## src/rtl/rha_pkg.sv

```systemverilog
// rha_pkg: shared types, codes and controller state enum for the handle allocator
// used by rha_ctrl, rha_dpath and the top level
package rha_pkg;

    typedef struct packed {
        logic [2:0]  action;
        logic [16:0] object_size;
        logic [15:0] handle_in;
    } t_req;

    typedef struct packed {
        logic [2:0]  status;
        logic [15:0] handle_out;
        logic [15:0] start_address;
        logic [15:0] ref_count;
        logic        compacted;
        logic [16:0] bytes_collected;
    } t_rsp;

    localparam logic [2:0] ACT_INSERT   = 3'd0;
    localparam logic [2:0] ACT_RETRIEVE = 3'd1;
    localparam logic [2:0] ACT_ADD      = 3'd2;
    localparam logic [2:0] ACT_DROP     = 3'd3;
    localparam logic [2:0] ACT_CLEAR    = 3'd4;

    localparam logic [2:0] ST_OK        = 3'd0;
    localparam logic [2:0] ST_INVALID   = 3'd1;
    localparam logic [2:0] ST_NOMEM     = 3'd2;
    localparam logic [2:0] ST_NOTFOUND  = 3'd3;
    localparam logic [2:0] ST_FULL      = 3'd4;
    localparam logic [2:0] ST_EXHAUSTED = 3'd5;

    typedef enum logic [3:0] {
        S_IDLE,
        S_DECODE,
        S_SEARCH,
        S_SEARCH_WAIT,
        S_HIT,
        S_SHIFT,
        S_COMPACT,
        S_COMPACT_WAIT,
        S_INSERT,
        S_OUT
    } t_state;

    // controller to datapath
    typedef struct packed {
        logic load_req;
        logic clear_all;
        logic idx_zero;
        logic idx_inc;
        logic rd_issue;      // read entry at idx (idx+2 during a shift step)
        logic compact_init;
        logic compact_step;
        logic compact_done;
        logic do_insert;
        logic do_hit;        // retrieve/add/drop on slot idx
        logic shift_step;
        logic shift_done;
        logic set_status;
        logic [2:0] status;
    } t_cmd;

    // datapath to controller
    typedef struct packed {
        logic [2:0] action;
        logic size_zero;
        logic handle_zero;
        logic exhausted;
        logic full;
        logic fits;
        logic idx_last;      // idx at live count - 1 or beyond
        logic idx_end;       // idx >= live count
        logic hit;           // entry at idx matches handle
        logic need_remove;
        logic add_sat;
    } t_sts;

endpackage

```

## src/rtl/rha_ctrl.sv

```systemverilog
// rha_ctrl: sequencer for search, compaction, insert and removal walks
// depends on rha_pkg
module rha_ctrl
    import rha_pkg::*;
(
    input  logic i_clk,
    input  logic i_rst_n,
    input  logic i_valid,
    output logic o_stall,
    output logic o_valid,
    input  logic i_stall,
    input  t_sts i_sts,
    output t_cmd o_cmd
);

    t_state r_state, n_state;

    always_ff @(posedge i_clk) begin
        if (!i_rst_n) begin
            r_state <= S_IDLE;
        end else begin
            r_state <= n_state;
        end
    end

    always_comb begin
        n_state = r_state;
        o_cmd   = '0;
        o_stall = 1'b1;
        o_valid = 1'b0;
        case (r_state)
            S_IDLE: begin
                o_stall = 1'b0;
                if (i_valid) begin
                    o_cmd.load_req = 1'b1;
                    n_state = S_DECODE;
                end
            end
            S_DECODE: begin
                o_cmd.idx_zero = 1'b1;
                n_state = S_OUT;
                o_cmd.set_status = 1'b1;
                o_cmd.status = ST_OK;
                case (i_sts.action)
                    ACT_INSERT: begin
                        if (i_sts.size_zero) begin
                            o_cmd.status = ST_INVALID;
                        end else if (i_sts.exhausted) begin
                            o_cmd.status = ST_EXHAUSTED;
                        end else if (i_sts.full) begin
                            o_cmd.status = ST_FULL;
                        end else if (i_sts.fits) begin
                            n_state = S_INSERT;
                        end else begin
                            o_cmd.compact_init = 1'b1;
                            n_state = S_COMPACT;
                        end
                    end
                    ACT_RETRIEVE, ACT_ADD, ACT_DROP: begin
                        if (i_sts.handle_zero) begin
                            o_cmd.status = ST_INVALID;
                        end else begin
                            o_cmd.status = ST_NOTFOUND;
                            n_state = S_SEARCH;
                        end
                    end
                    ACT_CLEAR: begin
                        o_cmd.clear_all = 1'b1;
                    end
                    default: begin
                        o_cmd.status = ST_INVALID;
                    end
                endcase
            end
            S_SEARCH: begin
                if (i_sts.idx_end) begin
                    n_state = S_OUT;
                end else begin
                    o_cmd.rd_issue = 1'b1;
                    n_state = S_SEARCH_WAIT;
                end
            end
            S_SEARCH_WAIT: begin
                if (i_sts.hit) begin
                    n_state = S_HIT;
                end else begin
                    o_cmd.idx_inc = 1'b1;
                    n_state = S_SEARCH;
                end
            end
            S_HIT: begin
                o_cmd.do_hit = 1'b1;
                o_cmd.set_status = 1'b1;
                o_cmd.status = (i_sts.action == ACT_ADD && i_sts.add_sat) ? ST_INVALID
                                                                            : ST_OK;
                if (i_sts.action == ACT_DROP && i_sts.need_remove) begin
                    n_state = S_SHIFT;
                end else begin
                    n_state = S_OUT;
                end
            end
            S_SHIFT: begin
                // entry idx+1 was read last cycle; move it down or finish
                if (i_sts.idx_last) begin
                    o_cmd.shift_done = 1'b1;
                    n_state = S_OUT;
                end else begin
                    o_cmd.shift_step = 1'b1;
                    o_cmd.idx_inc = 1'b1;
                    o_cmd.rd_issue = 1'b1;
                end
            end
            S_COMPACT: begin
                if (i_sts.idx_end) begin
                    o_cmd.compact_done = 1'b1;
                    n_state = S_INSERT;
                end else begin
                    o_cmd.rd_issue = 1'b1;
                    n_state = S_COMPACT_WAIT;
                end
            end
            S_COMPACT_WAIT: begin
                o_cmd.compact_step = 1'b1;
                o_cmd.idx_inc = 1'b1;
                n_state = S_COMPACT;
            end
            S_INSERT: begin
                o_cmd.set_status = 1'b1;
                if (i_sts.fits) begin
                    o_cmd.do_insert = 1'b1;
                    o_cmd.status = ST_OK;
                end else begin
                    o_cmd.status = ST_NOMEM;
                end
                n_state = S_OUT;
            end
            S_OUT: begin
                o_valid = 1'b1;
                if (!i_stall) begin
                    n_state = S_IDLE;
                end
            end
            default: n_state = S_IDLE;
        endcase
    end

    assert property (@(posedge i_clk) disable iff (!i_rst_n)
        (o_valid && i_stall) |=> o_valid)
        else $error("result dropped while stalled");
    assert property (@(posedge i_clk) disable iff (!i_rst_n)
        (!o_stall && i_valid) |=> r_state == S_DECODE)
        else $error("accepted request not decoded");
    assert property (@(posedge i_clk) disable iff (!i_rst_n)
        !(o_valid && !o_stall))
        else $error("accepting while result pending");

endmodule

```

## config.mk

```make
export PLATFORM = sky130hd
export DESIGN_NAME = rha_ctrl
export DESIGN_NICKNAME = d
export VERILOG_FILES = /design/src/rtl/rha_pkg.sv /design/src/rtl/rha_ctrl.sv
export SDC_FILE = /design/constraint.sdc
export NUM_CORES = 1
export LEC_CHECK = 0
export ABC_CLOCK_PERIOD_IN_PS = 3900
export BUFFER_PORTS_ARGS = -buffer_cell sky130_fd_sc_hd__buf_2
export CORE_MARGIN = 5
export CORE_UTILIZATION = 46
export CTS_BUF_LIST = sky130_fd_sc_hd__clkbuf_8 sky130_fd_sc_hd__clkbuf_16
export CTS_CLUSTER_DIAMETER = 60
export DETAILED_ROUTE_END_ITERATION = 8
export MAX_ROUTING_LAYER = met4
export PLACE_DENSITY = 0.83
export REMOVE_ABC_BUFFERS = 1
export SLEW_MARGIN = 20
export SYNTH_ARGS = -nofsm -noshare
export SYNTH_HDL_FRONTEND = slang
export SYNTH_SLANG_ARGS = --single-unit
export TNS_END_PERCENT = 50
```

## constraint.sdc

```tcl
create_clock -name i_clk -period 3.9 [get_ports i_clk]
set_input_delay 0.78 -clock i_clk [delete_from_list [all_inputs] [get_ports i_clk]]
set_output_delay 0.78 -clock i_clk [all_outputs]
set_load 0.02 [all_outputs]
```

# ---- After elaboration in Yosys (flattened, before gate mapping)
# Index checks and enable logic that the tools add are counted.
dict set report totals {
  out_inout_bits 18
  input_bits 17
  word_cells 72
  regBits 4
}
dict set report classes {
  mux 48
  n_eq_ne 16
  reduce_logical 7
}
# op count
set op_table {}
lappend op_table {{two-way mux 4 bit} 11}
lappend op_table {{case mux 4 bit (10 select lines)} 1}
lappend op_table {{two-way mux 1 bit} 22}
lappend op_table {{== test 4 x 3 -> 1 bit (second input constant)} 4}
lappend op_table {{two-way mux 3 bit} 4}
lappend op_table {{case mux 4 bit (3 select lines)} 1}
lappend op_table {{two-way mux 2 bit} 5}
lappend op_table {{case mux 3 bit (3 select lines)} 1}
lappend op_table {{== test 4 x 2 -> 1 bit (second input constant)} 2}
lappend op_table {{== test 4 bit (second input constant)} 2}
lappend op_table {{case mux 4 bit (2 select lines)} 1}
lappend op_table {{== test 3 x 2 -> 1 bit (second input constant)} 2}
lappend op_table {{inequality test 2 bit (second input constant)} 3}
lappend op_table {{== test 4 x 1 -> 1 bit (second input constant)} 1}
lappend op_table {{zero test 4 bit} 1}
lappend op_table {{== test 3 x 1 -> 1 bit (second input constant)} 1}
lappend op_table {{== test 3 bit (second input constant)} 1}
lappend op_table {{zero test 3 bit} 1}
lappend op_table {{case mux 1 bit (3 select lines)} 1}
lappend op_table {{AND reduction 3 bit} 1}
lappend op_table {{OR reduction 3 bit} 1}
lappend op_table {{logical AND 1 bit} 2}
lappend op_table {{case mux 1 bit (2 select lines)} 1}
lappend op_table {{OR reduction 2 bit} 1}

# ---- Longest topological paths before layout
# Gate-level depths: netlist of the first run.
dict set report logic_depth {
  ltp_word 6
  depth_mapped 6
  ltp_nobuf 6
}

# ---- Worst setup path after synthesis of the first run
# No wires, ideal clock.
dict set report synth_path {
  path_type {input-to-output}
  startpoint {in i_sts[12] (netlist name)}
  endpoint {out o_cmd[1] (netlist name)}
  t_required_ps 3120
  path_stages 3
  n_path_buf 0
  arrival_ps 1508
  path_slack_ps 1612
  cell_sequence {or3_1 > o22ai_1 > and2_1}
}
# element line_no
set synth_lines {}
lappend synth_lines {{start: declaration} rha_ctrl.sv:12} ;# input t_sts i_sts,
lappend synth_lines {{end: declaration} rha_ctrl.sv:13} ;# output t_cmd o_cmd

==> summary.md, run 1 <==
| Metric | Value |
|---|---|
| Run status | `complete, no violations` |
| Final period utilization | `0.6464` |
| Worst-margin pin slew | `0.5810 ns` |
| Initial DRC count | `12` |
| Yosys synthesis warning count | `0` |
| Max-cap violations | `0` |
| Synth area leaders | `dfxtp_1 13%, nand2b_1 7.0%, nor2_1 6.6%` |
| Maximum vdd drop | `0.4362 mV` |
| Core ar. | `1285 sq um` |
| Clk_skew | `0.008300 ns` |
| Area grow syn2layout | `32.73%` |
| CP max-delay cell | `or3_1` |
| Syn Area/Cell | `7.245 sq um` |
| Slew HR | `0.6121` |
| HPWL after DPL | `1381 um` |
| Initial antenna violation count | `0` |
| Post_cts resized | `0` |
| Worst skew pair latency | `0.22 ns` |
| Placed cell count | `130` |
| # diodes | `0` |
| Clk buf depth | `2` |
| CP peak stage delay | `0.33 ns` |
| GRT Total Usage | `0.1787` |
| CP endpoint kind | `output port` |
| Die Width | `46.81 um` |
| CP most frequent cell | `buf_2` |
| Setup Total Neg Slack | `0 ns` |
| Largest net degree at the start of global routing | `18` |
| Clock sinks | `4` |
| Largest regs | `r_state: 4 flops` |
| # fillers | `131` |
| Full die area | `2191 sq um` |
| CTS tree | `done` |
| Mapped Cells | `86` |
| Placer Congestion | `0.8839` |
| Htree depth | `1` |
| Unrepaired setup endpoints after global routing | `false` |
| Vias/cell | `5.872` |
| Layout Nets | `137` |
| Row cnt | `13` |
| First-pass GRT wire length | `2801 um` |
| Final WL | `1766 um` |
| Final max-slew violation count | `0` |
| Vias | `781` |
| Yosys reg bits | `4` |
| Leakage | `0.3877 nW` |
| Tmin final | `2.521 ns` |
| Seq/Total Area, Yosys | `0.1285` |
| Crit-path leading delay family | `simple AND/OR/NAND/NOR gates` |
| Post-synth top area cell | `dfxtp_1` |
| Post-Syn Area | `623.1 sq um` |
| Die H | `46.81 um` |
| Area share of the largest cell type after synthesis | `0.1285` |
| Final Hold Fails | `0` |
| Worst Path Max Fanout | `5` |
| Reg clk slew, reported paths | `0.04 ns` |
| Post-detailed-route count of antenna-violating nets | `0` |
| PwrDens | `539.9 nW/um^2` |
| IO Count | `35` |
| Final setup viols | `0` |
| Port Buffers | `34` |
| Vias in the first global route | `673` |
| Wirelength per Cell | `13.28 um` |
| CP arrival | `1.74 ns` |
| Max FFs per register | `4` |
| Remaining Overflow, GRT | `0` |
| Bufs and invs on worst path | `2` |
| First-pass iteration count of the detailed router | `4` |
| Critical path class | `in -> out` |
| Most flop-heavy register | `r_state` |
| Finished layout cell area | `827.0 sq um` |
| Worst-path cell chain | `buf_2, nor2_1, or3_1, o22ai_1, and2_1, buf_2` |
| Flop2flop setup slack | `2.16 ns` |
| Total power | `446.5 uW` |
| Worst EP required | `3.12 ns` |
| Post-synth EDFFs | `0` |
| Synth unique cells | `43` |
| Post-route insts no fill | `133` |
| Initial Util | `0.4849` |
| CTS buffer count | `3` |
| Setup WS post-layout | `1.379 ns` |
| Dpl ws | `1.375 ns` |
| Post-DP Area | `785.8 sq um` |
| Async SR Flop Fraction | `0` |
| # DRC | `0` |
| Hold buffer count at cts | `0` |
| F_max | `0.3967 GHz` |
| Primary FF master, synth | `dfxtp_1` |
| Layout cells sized above 1 | `0.4068` |
| Root buf cell | `clkbuf_8` |
| Hold/Removal Path Class | `reg -> reg` |
| CP Launch Type | `input pin` |
| Post CTS Setup Buffer Count | `0` |
[worst reg2reg max path: cells and delay by family, from the launching register on]
family | cells | cell delay, ns
and+or+nand+nor | 2 | 0.25
AOI/OAI and AO/OA | 3 | 0.61
DFF | 1 | 0.68
buffers and inverters | 1 | 0.07
[stage by stage]
step | hold slack, ns | util
global route | 0.8223 | 0.6436
detailed placement | 0.7277 | 0.6115
global placement | 0.7357 | 0.6115
finish | 0.7349 | 0.6436
CTS | 0.7333 | 0.6436
floorplan | 0.6378 | -
[power by group]
group          switching, mW  total (mW)  internal, mW
registers             0.0394      0.0909        0.0514
clock network         0.0220      0.0879        0.0658
logic                  0.154       0.268         0.113
total                  0.216       0.446         0.231
[metal layers]
layer / track usage / vias up / share of wire / wire, um
li1: - / 392 / - / -
met1: 0.2220 / 352 / 0.45 / 797
met2: 0.2873 / 35 / 0.42 / 738
met3: 0.05364 / 2 / 0.13 / 221
met4: 0.03315 / 0 / 0.0057 / 10
met5: - / - / 0 / 0
[layout make-up]
| type | instances | area, sq um | area share |
|---|---|---|---|
| Sequential cell | 4 | 80.08 | 0.09682 |
| Inverter | 4 | 15.01 | 0.01815 |
| Timing Repair Buffer | 34 | 170.2 | 0.2057 |
| Multi-Input combinational cell | 73 | 501.7 | 0.6067 |
| Clock buffer | 3 | 41.29 | 0.04992 |
| Tap cell | 15 | 18.77 | 0.02269 |
[cell usage in the layout, fill, tap and decap left out, drive strengths merged, types with 2 or more instances in the layout]
cell type	count
a2111oi	2
a21oi	7
and2	2
and3	2
buf	34
clkbuf	3
dfxtp	4
inv	4
nand2	4
nand2b	7
nand3b	4
nor2	11
nor2b	2
nor3	5
nor3b	2
nor4	2
o21ai	3
o22ai	2
or3	2
[worst paths after layout]
kind,cells past startpoint,to,from
worst min-delay path,2,r_state[2],r_state[2]
worst max-delay path,6,o_cmd[1],i_sts[10]
worst max register to register,6,r_state[3],r_state[1]
worst min register to register,2,r_state[2],r_state[2]
[cell families after synthesis]
family / synth area share
buffers and inverters: 0.06625
AO/OA/AOI/OAI: 0.3293
AND/OR/NAND/NOR: 0.4759
flip-flops: 0.1285
[cell usage after synthesis, types with 2 or more instances]
cell	n
a21oi_1	6
nor3b_1	2
o21ai_1	2
nor3_1	5
inv_2	3
nand2b_1	7
and3_1	2
or3_1	2
a2111oi_2	2
dfxtp_1	4
nand2_1	3
nand3b_1	3
and2_1	2
nor2_1	11
o22ai_1	2
buf_2	3
Note: power is estimated with default switching activity, not from simulation.
==> run 2, diff against run 1 <==
--- a/config.mk
+++ b/config.mk
@@ -5,15 +5,16 @@
 export SDC_FILE = /design/constraint.sdc
 export NUM_CORES = 1
 export LEC_CHECK = 0
-export ABC_CLOCK_PERIOD_IN_PS = 3900
+export ABC_AREA = 1
+export ABC_CLOCK_PERIOD_IN_PS = 2100
 export BUFFER_PORTS_ARGS = -buffer_cell sky130_fd_sc_hd__buf_2
 export CORE_MARGIN = 5
-export CORE_UTILIZATION = 46
+export CORE_UTILIZATION = 36
 export CTS_BUF_LIST = sky130_fd_sc_hd__clkbuf_8 sky130_fd_sc_hd__clkbuf_16
 export CTS_CLUSTER_DIAMETER = 60
 export DETAILED_ROUTE_END_ITERATION = 8
 export MAX_ROUTING_LAYER = met4
-export PLACE_DENSITY = 0.83
+export PLACE_DENSITY = 0.73
 export REMOVE_ABC_BUFFERS = 1
 export SLEW_MARGIN = 20
 export SYNTH_ARGS = -nofsm -noshare
==> constraint.sdc (replaced) <==
create_clock -name i_clk -period 2.1 [get_ports i_clk]
set_input_delay 0.42 -clock i_clk [delete_from_list [all_inputs] [get_ports i_clk]]
set_output_delay 0.42 -clock i_clk [all_outputs]
set_load 0.02 [all_outputs]
==> run 2 against run 1 <==
Non-clock buffer count is the same. Final cell count increased by 16%. Sequential cell count did not move. Clock power rose by 79%. Critical path depth shrank 1. Routed wire length decreased by 7.2%. Critical endpoint is now o_cmd[0]. Setup slack lost 1.2 ns. Sequential power rose by 14%. Total power up 20%. Synthesized area down 16%. Largest cell class unchanged.
==> summary.md, run 2 <==
| Metric | Value |
|---|---|
| Initial DRC count | `15 (+3)` |
| Root buf cell | `clkbuf_8` |
| Hold depth | `3 (+1)` |
| Worst skew pair latency | `0.21 ns (about the same)` |
| Crit path from | `r_state[2]` |
| CP arrival | `1.50 ns (-0.24 ns)` |
| FF/Latch Area | `80.08 sq um (unchanged)` |
| Hold buffer count at cts | `0 (unchanged)` |
| Die Width | `48.16 um (+2.9%)` |
| Final max-slew violation count | `0 (unchanged)` |
| Final setup viols | `0 (unchanged)` |
| Placer Congestion | `0.8110 (-8.2%)` |
| Post-synth EDFFs | `0 (unchanged)` |
| Die H | `48.16 um (+2.9%)` |
| Top cells by count, synth | `24 x nor2_1, 23 x nand2_1, 15 x inv_1` |
| Max-cap violations | `0 (unchanged)` |
| F_max | `0.5211 GHz` |
| Vias/cell | `4.844 (-18%)` |
| Clk buf depth | `2 (unchanged)` |
| Vias in the first global route | `724 (+7.6%)` |
| Core ar. | `1334 sq um (+3.8%)` |
| Layout Nets | `158 (+15%)` |
| Final Hold Fails | `0 (unchanged)` |
| Most common cell after layout, fill and taps aside | `buf_2` |
| Final WL | `1638 um (-7.2%)` |
| Unrepaired setup endpoints after global routing | `false` |
| Synth unique cells | `17 (-60%)` |
| Max FFs per register | `4 (unchanged)` |
| Area grow syn2layout | `43.91%` |
| Setup WS post-layout | `0.1808 ns (-1.198 ns)` |
| # DRC | `0 (unchanged)` |
| Hold Crit Start | `i_rst_n` |
| Remaining Overflow, GRT | `0 (unchanged)` |
| Htree depth | `1 (unchanged)` |
| Most flop-heavy register | `r_state` |
| Largest regs | `r_state: 4 flops` |
| CTS buffer count | `3 (unchanged)` |
| Vias | `746 (-4.5%)` |
| Post-Syn Area | `524.3 sq um (-16%)` |
| CTS tree | `done` |
| # fillers | `150 (+15%)` |
| Area share of the largest cell type after synthesis | `0.1718 (+0.04332)` |
| Worst EP required | `1.68 ns (-1.44 ns)` |
| # diodes | `0 (unchanged)` |
| Post CTS Setup Buffer Count | `0 (unchanged)` |
| First-pass GRT wire length | `2684 um (-4.2%)` |
| Clock sinks | `4 (unchanged)` |
| CP endpoint kind | `output port` |
| Dpl ws | `0.3174 ns (-1.057 ns)` |
| CP Launch Type | `register` |
| Initial Util | `0.3931 (-0.09185)` |
| Clk_skew | `0.001226 ns (-0.007074 ns)` |
| Initial antenna violation count | `0 (unchanged)` |
| Final period utilization | `0.9139` |
| Maximum vdd drop | `0.3937 mV (-9.8%)` |
| Tmin final | `1.919 ns` |
| HPWL after DPL | `1405 um (+1.8%)` |
| Mapped Cells | `102 (+19%)` |
| Post-detailed-route count of antenna-violating nets | `0 (unchanged)` |
| PwrDens | `711.3 nW/um^2 (+32%)` |
| Post-synth top area cell | `nor2_1` |
| Reg clk slew, reported paths | `0.03 ns (about the same)` |
| Syn Area/Cell | `5.140 sq um (-29%)` |
| Hold/Removal Path Class | `in -> reg` |
| Leakage | `0.4757 nW (+23%)` |
| Post_cts resized | `0 (unchanged)` |
| Seq/Total Area, Yosys | `0.1527 (+0.02423)` |
| Worst Path Max Fanout | `5 (unchanged)` |
| Worst-margin pin slew | `0.3515 ns (-0.2296 ns)` |
| Setup Total Neg Slack | `0 ns (unchanged)` |
| Row cnt | `13 (unchanged)` |
| Leading cell type by number of instances after synthesis | `nor2_1` |
| Port Buffers | `34 (unchanged)` |
| Critical path class | `reg -> out` |
| Yosys synthesis warning count | `0 (unchanged)` |
| Full die area | `2319 sq um (+5.9%)` |
| Reg2Reg Depth | `9 (+3)` |
| Synth area leaders | `nor2_1 17%, nand2_1 16%, dfxtp_1 15%` |
| Wirelength per Cell | `10.64 um (-20%)` |
| Primary FF master, synth | `dfxtp_1` |
| IO Count | `35 (unchanged)` |
| Largest net degree at the start of global routing | `7 (-11)` |
| GRT Total Usage | `0.1651 (-0.01356)` |
| Async SR Flop Fraction | `0 (unchanged)` |
| Yosys reg bits | `4 (unchanged)` |
| First-pass iteration count of the detailed router | `4 (unchanged)` |
| Area of the multi-input gates | `376.6 sq um (-25%)` |
| Slew HR | `0.7648 (+0.1527)` |
| Commonest non-fill, non-tap cells in the layout | `34 x buf_2, 24 x nor2_1, 23 x nand2_1` |
| Layout cells sized above 1 | `0.3669 (-0.03987)` |
| Run status | `complete, no violations` |
| Worst reg2reg startpoint | `r_state[2]` |
[run 2: cells by family after synthesis]
kind of cell	share of synthesized area
and+or+nand+nor	0.6396
buffers and inverters	0.1289
DFF	0.1528
AOI/OAI and AO/OA	0.07876
[run 2: per-layer routing]
metal  vias up  track usage  routed length [um]
li1        397            -                   -
met1       336       0.1978                 718
met2        13       0.2917                 851
met3         0      0.01107                  69
met4         0      0.04839                   0
met5         -            -                   0
[run 2: power by group]
part | switching (mW) | internal [mW] | total, mW
Clock | 0.0349 | 0.122 | 0.157
Combinational | 0.186 | 0.0905 | 0.276
Sequential | 0.0161 | 0.0874 | 0.104
[run 2: final cells by class]
class / count / area share
clock buffer: 3 / 0.05473
tap: 15 / 0.02488
sequential: 4 / 0.1061
inverter: 18 / 0.08955
multi-input combinational: 80 / 0.4992
timing repair buffer: 34 / 0.2255
[run 2: final timing paths]
kind | endpoint | slack (ns)
max | o_cmd[0] | 0.18
min | r_state[2] | 0.42
max reg2reg | r_state[3] | 0.76
min reg2reg | r_state[2] | 0.71
[run 2: metrics by stage]
step	hold slack, ns	util	cells	area, sq um	power [mW]
detailed placement	0.6266	0.5347	151	713.2	0.3793
global route	0.4400	0.5657	154	754.5	0.5773
finish	0.4152	0.5657	154	754.5	0.5367
CTS	0.4178	0.5657	154	754.5	0.5396
floorplan	0.5176	-	102	524.3	0.2923
global placement	0.6158	0.5347	151	713.2	0.3749
[run 2: worst max-delay path, stage by stage (launching register included)]
cell and delay, ns:
dfxtp_1 0.41, inv_1 0.06, nor2_1 0.20, nand2_1 0.16, o41ai_1 0.25, buf_2 0.22
